## config.mk

```make
export PLATFORM = sky130hd
export DESIGN_NAME = ikin_sqrt_cell
export DESIGN_NICKNAME = d
export VERILOG_FILES = /design/src/design/two_link_arm_inverse_kinematics_assert.svh /design/src/design/ikin_pkg.sv /design/src/design/ikin_sqrt_cell.sv
export SDC_FILE = /design/constraint.sdc
export NUM_CORES = 1
export LEC_CHECK = 0
export ABC_AREA = 1
export BUFFER_PORTS_ARGS = -buffer_cell sky130_fd_sc_hd__buf_2
export CAP_MARGIN = 10
export CORE_MARGIN = 2
export CORE_UTILIZATION = 35
export CTS_CLUSTER_DIAMETER = 40
export DETAILED_ROUTE_END_ITERATION = 10
export GPL_ROUTABILITY_DRIVEN = 0
export GPL_TIMING_DRIVEN = 0
export PLACE_DENSITY = 0.68
export SLEW_MARGIN = 20
export SYNTH_ARGS = -nofsm -noshare
export SYNTH_HDL_FRONTEND = slang
export SYNTH_SLANG_ARGS = --single-unit
```

## constraint.sdc

```tcl
create_clock -name clk -period 2.5 [get_ports clk]
set_input_delay 0.125 -clock clk [delete_from_list [all_inputs] [get_ports clk]]
set_output_delay 0.125 -clock clk [all_outputs]
set_load 0.03 [all_outputs]
```

## src/design/two_link_arm_inverse_kinematics_assert.svh

```systemverilog
// Assertion macros used by the top-level design file.
`ifndef TWO_LINK_ARM_INVERSE_KINEMATICS_ASSERT_SVH
`define TWO_LINK_ARM_INVERSE_KINEMATICS_ASSERT_SVH

// The consequent must hold in the same cycle as the antecedent.
`define IKIN_ASSERT_IMPLIES(label, ante, cons) \
  label: assert property (@(posedge clk) disable iff (rst) (ante) |-> (cons)) \
    else $error("ikin: implication check failed");

// The consequent must hold after the antecedent, delayed by the lat argument.
`define IKIN_ASSERT_AFTER(label, ante, lat, cons) \
  label: assert property (@(posedge clk) disable iff (rst) (ante) |-> ##lat (cons)) \
    else $error("ikin: latency check failed");

`endif

```

## src/design/ikin_pkg.sv

```systemverilog
package ikin_pkg;

  localparam int CW = 44;
  localparam int MW = 40;
  localparam int ZW = 32;
  localparam int TABLE_DEPTH = 24;
  localparam int NORM_STEPS = 6;
  localparam int ROOT_CELLS = 32;
  localparam int QW = 64;

  localparam logic [ZW-1:0] QUARTER_TURN = 32'h4000_0000;
  localparam logic [ZW-1:0] THREE_QUARTER_TURN = 32'hC000_0000;
  localparam logic [ZW-1:0] ROUND_HALF = 32'h0000_8000;
  localparam logic [15:0] HALF_TURN = 16'h8000;

  localparam logic [1:0] REG_FIRST_LINK = 2'd0;
  localparam logic [1:0] REG_SECOND_LINK = 2'd1;

  localparam logic [ZW-1:0] ATAN_TABLE [0:TABLE_DEPTH-1] = '{
    32'h20000000, 32'h12E4051E, 32'h09FB385B, 32'h051111D4, 32'h028B0D43,
    32'h0145D7E1, 32'h00A2F61E, 32'h00517C55, 32'h0028BE53, 32'h00145F2F,
    32'h000A2F98, 32'h000517CC, 32'h00028BE6, 32'h000145F3, 32'h0000A2F9,
    32'h0000517D, 32'h000028BE, 32'h0000145F, 32'h00000A30, 32'h00000518,
    32'h0000028C, 32'h00000146, 32'h000000A3, 32'h00000051
  };

  typedef enum logic [1:0] {
    SOL_NONE = 2'd0,
    SOL_ONE  = 2'd1,
    SOL_TWO  = 2'd2
  } sol_t;

  typedef struct packed {
    logic signed [CW-1:0] x;
    logic signed [CW-1:0] y;
    logic [ZW-1:0]        z;
    logic                 zero;
  } cordic_t;

  typedef struct packed {
    logic [QW-1:0] v;
    logic [QW-1:0] res;
  } sqrt_t;

  typedef struct packed {
    logic signed [15:0] tx;
    logic signed [15:0] ty;
    logic signed [33:0] ub;
    logic signed [33:0] uc;
    sol_t               cls;
  } side_t;

endpackage

```

## src/design/ikin_sqrt_cell.sv

```systemverilog
module ikin_sqrt_cell
  import ikin_pkg::*;
#(
  parameter int K = 0
) (
  input  logic  clk,
  input  sqrt_t din,
  output sqrt_t dout
);

  localparam logic [QW-1:0] BIT = 64'd1 << (62 - 2 * K);

  logic [QW-1:0] trial;
  sqrt_t         dout_next;

  always_comb begin
    trial = din.res + BIT;
    if (din.v >= trial) begin
      dout_next.v = din.v - trial;
      dout_next.res = (din.res >> 1) + BIT;
    end else begin
      dout_next.v = din.v;
      dout_next.res = din.res >> 1;
    end
  end

  always_ff @(posedge clk) begin
    dout <= dout_next;
  end

endmodule

```

# Yosys cells after proc, flatten, opt, wreduce, memory -nomap -nowiden
# Index checks and enable logic that the tools add are counted.
# Widths: inputs -> output; s select.
[word_totals] regBits=128 inputBits=129 out_inout_bits=128 wordCells=8
[op_classes] add_sub_neg=3 magnitude_cmp=1 mux=1
[op_table] cell="$mux 128" count=1
[op_table] cell="$add 63x63->64 const B" count=1
[op_table] cell="$add 64x63->64 const B" count=1
[op_table] cell="$ge 64x64->1" count=1
[op_table] cell="$sub 64x64->64" count=1

# Depth between registers and ports, before layout
[depth] word_depth=3 depth_mapped=18 depth_no_buf=17

# Worst setup path after synthesis
# No wires, ideal clock.
[synth_timing] path_type="input to register" from="input din[64] (netlist bit)" to="register dout[108] (netlist bit)" arrival_time_ns=1.897 slack_ns=0.545 stages=18 n_path_buf=2 path_cell_list="inv_1 > ha_1 > fa_1 > inv_1 > nand3_1 > nand2_4 > nand2_2 > nand2_2 > nand2_1 > nand2_2 > nand2_2 > nand3_2 > nand2_2 > nand2_4 > buf_6 > buf_12 > nand3_2 > nand2_1"
[synth_rtl] element="start, declared" line="ikin_sqrt_cell.sv:7" source="input sqrt_t din,"
[synth_rtl] element="end signal, assigned" line="ikin_sqrt_cell.sv:28" source="dout <= dout_next;"
[synth_rtl] element="end, declared" line="ikin_sqrt_cell.sv:8" source="output sqrt_t dout"

==> summary.txt <==
Min path
  • Hold Path Stages: 3
  • Hold EP: dout[65]$_DFF_P_
  • Worst hold-check path type: in -> reg
  • Hold_sp: din[65]

Logic synthesis
  • Top post-synthesis cells by area: nand2_1 (30%), dfxtp_1 (26%), inv_1 (16%), ha_1 (8.3%), nor2_1 (4.3%)
  • Mapped Cells: 1712
  • Sequential area share after synthesis: 0.265
  • Post-Syn Area: 9680 um^2
  • FFs w/ async S/R, synth: 0
  • YS warnings: 0
  • Synthesized area per cell: 5.65 um^2
  • Top FF cell, synth: dfxtp_1
  • EDFF count, synth: 0
  • Synth top area share: 0.296
  • Post-synthesis cell type count: 29
  • #FFs+latches synth: 128
  • Syn nets: 1906
  • Top cell type by total area after synthesis: nand2_1

Floorplan
  • Initial core utilization: 0.358
  • Die area: 29000 um^2
  • Die X: 170 um
  • Core box area: 27000 um^2
  • Row cnt: 60
  • Io pins: 257
  • Die Y: 170 um

Critical path
  • Crit path arrival time: 2.84 ns
  • Setup Crit Path Kind: in -> reg
  • Crit path max fanout: 10
  • Crit path capture type: flop
  • Startpoint Class: primary input
  • Worst path required time: 2.87 ns

Cells and area
  • Synthesis-to-finish area growth: 37.9%
  • Largest regs: dout x128
  • Fin nets: 2311
  • Most flops, register: dout
  • Final core occ: 0.494
  • Multi-input logic area: 5520 um^2
  • Largest register FFs: 128
  • Filler Cell Count: 2812
  • Cell area after layout: 13300 um^2
  • Layout cell share with drive strength beyond 1: 0.164
  • N_diodes: 0
  • Final Non-Filler Cells: 2470
  • Register area: 2560 um^2

Timing
  • # setup viols final: 0
  • Tmin final: 2.46 ns
  • Measured slew at the worst slew-check pin: 0.551 ns
  • Final hold slack: 0.0250 ns
  • Crit share post-route: 0.984
  • Rel. slew slack: 0.629
  • Final Max Slew Viols: 0
  • Max Fclk: 406 MHz
  • Final Hold Fails: 0

Drt
  • DRT Pass-1 Iters: 7
  • Final wirelength: 33900 um
  • Total number of vias: 11300
  • DRC viols: 0
  • Wire per inst: 13.7 um
  • Via-per-instance ratio: 4.59
  • Drt first-iter violations: 937
  • Post-DRT Antenna Nets: 0

Global routing
  • First-pass GRT wire length: 52300 um
  • Overall Global Routing Usage: 0.231
  • Antenna violations before repair: 0
  • Vias in the first global route: 10700
  • Pin count of the biggest net entering global routing: 17
  • Grt total ovfl: 0

Place
  • Port bufs: 256
  • DP Area: 11400 um^2
  • Dpl cells: 2309
  • DP Wirelength: 27400 um

Clocking
  • CTS tree: yes
  • CTS root buffer: clkbuf_16
  • Clk buf depth: 2
  • TritonCTS Buffers: 17
  • H-tree depth: 4
  • Clk sinks: 128
  • Reg clk slew, reported paths: 0.06 ns

Power and ir drop
  • Total design power: 7.98 mW
  • PwrDens: 598 nW/um^2
  • Worst IR drop on VDD: 0.379 mV
  • Leakage: 8.21 nW

Status
  • Status: completed

Job
  • Max-cap viol count: 0
[cell usage in the layout, fill, tap and decap left out, types with 4 or more instances in the layout]
cell,count
dlygate4sd3_1,126
nand3_1,79
xor2_1,30
nand4_1,20
clkbuf_4,4
clkbuf_16,17
nor2_1,109
nor3_1,7
dfxtp_1,128
a21oi_1,41
buf_2,256
inv_1,401
nand3_2,11
ha_2,4
nor2_2,10
clkbuf_8,4
o21ai_0,7
buf_4,8
ha_1,59
nand2_2,7
inv_2,5
nand2_1,761
[repair_timing]
item                                   CTS  global route
buffers inserted                         0             4
setup endpoints to repair                0            62
hold buffers                           126             0
endpoints found under the hold margin  127             0
resized for setup                        0            28
[report_power, final]
| group | internal, mW | leakage, nW | switching [mW] |
|---|---|---|---|
| registers | 2.32 | 1.08 | 0.0660 |
| clock network | 1.56 | 0.288 | 0.987 |
| logic | 1.01 | 6.84 | 2.03 |
[metal layers]
layer | wire [um] | global-route usage
met4 | 1230 | 0.0966
met2 | 15400 | 0.390
met3 | 2570 | 0.0344
met5 | 0 | 0
met1 | 14700 | 0.294
[synthesized netlist by cell type, drive strengths merged (2+ instances only)]
cell type and instances:
nor3 10, nand4 20, dfxtp 128, nor2 119, inv 407, buf 13
xnor2 2, xor2 30, ha 64, and2 2, nor4 3, nand2 770
nand3 90, o21ai 8, a21oi 44
[critical path, cell delays in order]
cell and delay (ns):
dlygate4sd3_1 0.52, buf_2 0.11, inv_1 0.05, ha_1 0.39
nand2_1 0.07, inv_1 0.09, nand2_1 0.14, nor3_2 0.26
nand2_1 0.16, nor3_2 0.16, nand2_2 0.10, nand2_4 0.13
buf_4 0.23, nand3_1 0.19, nand2_1 0.10
[through the flow]
stage / worst slack, ns / setup TNS [ns]
floorplan: 0.545 / 0
global placement: 0.0250 / 0
detailed placement: -0.0112 / -0.0112
CTS: 0.0116 / 0
global route: -0.0387 / -0.372
finish: 0.0392 / 0
[worst max-delay path by stage]
stage,endpoint,depth (start not counted),startpoint,slack [ns]
after CTS,dout[104]$_DFF_P_,18,din[34],0.01
after global routing,dout[120]$_DFF_P_,15,din[52],-0.04
after detailed placement,dout[120]$_DFF_P_,18,din[64],-0.01
after floorplan,dout[108]$_DFF_P_,18,din[64],0.54
final,dout[115]$_DFF_P_,15,din[56],0.04
after global placement,dout[120]$_DFF_P_,18,din[64],0.03
[area by class of cell]
cell class                 instances  share of cell area
buffer                            13              0.0100
clock buffer                      22              0.0363
clock inverter                     9             0.00806
inverter                         407               0.115
multi-input combinational       1164               0.414
sequential                       128               0.192
tap                              341              0.0320
timing repair buffer             386               0.193
[cells by family after synthesis]
family | after synthesis | share of synthesized area
buf+inv | 420 | 0.169
xor+xnor | 32 | 0.0290
flops | 128 | 0.265
fa+ha+maj | 65 | 0.0848
simple gates | 1015 | 0.426
compound gates | 52 | 0.0273
Note: power is estimated with default switching activity, not from simulation.
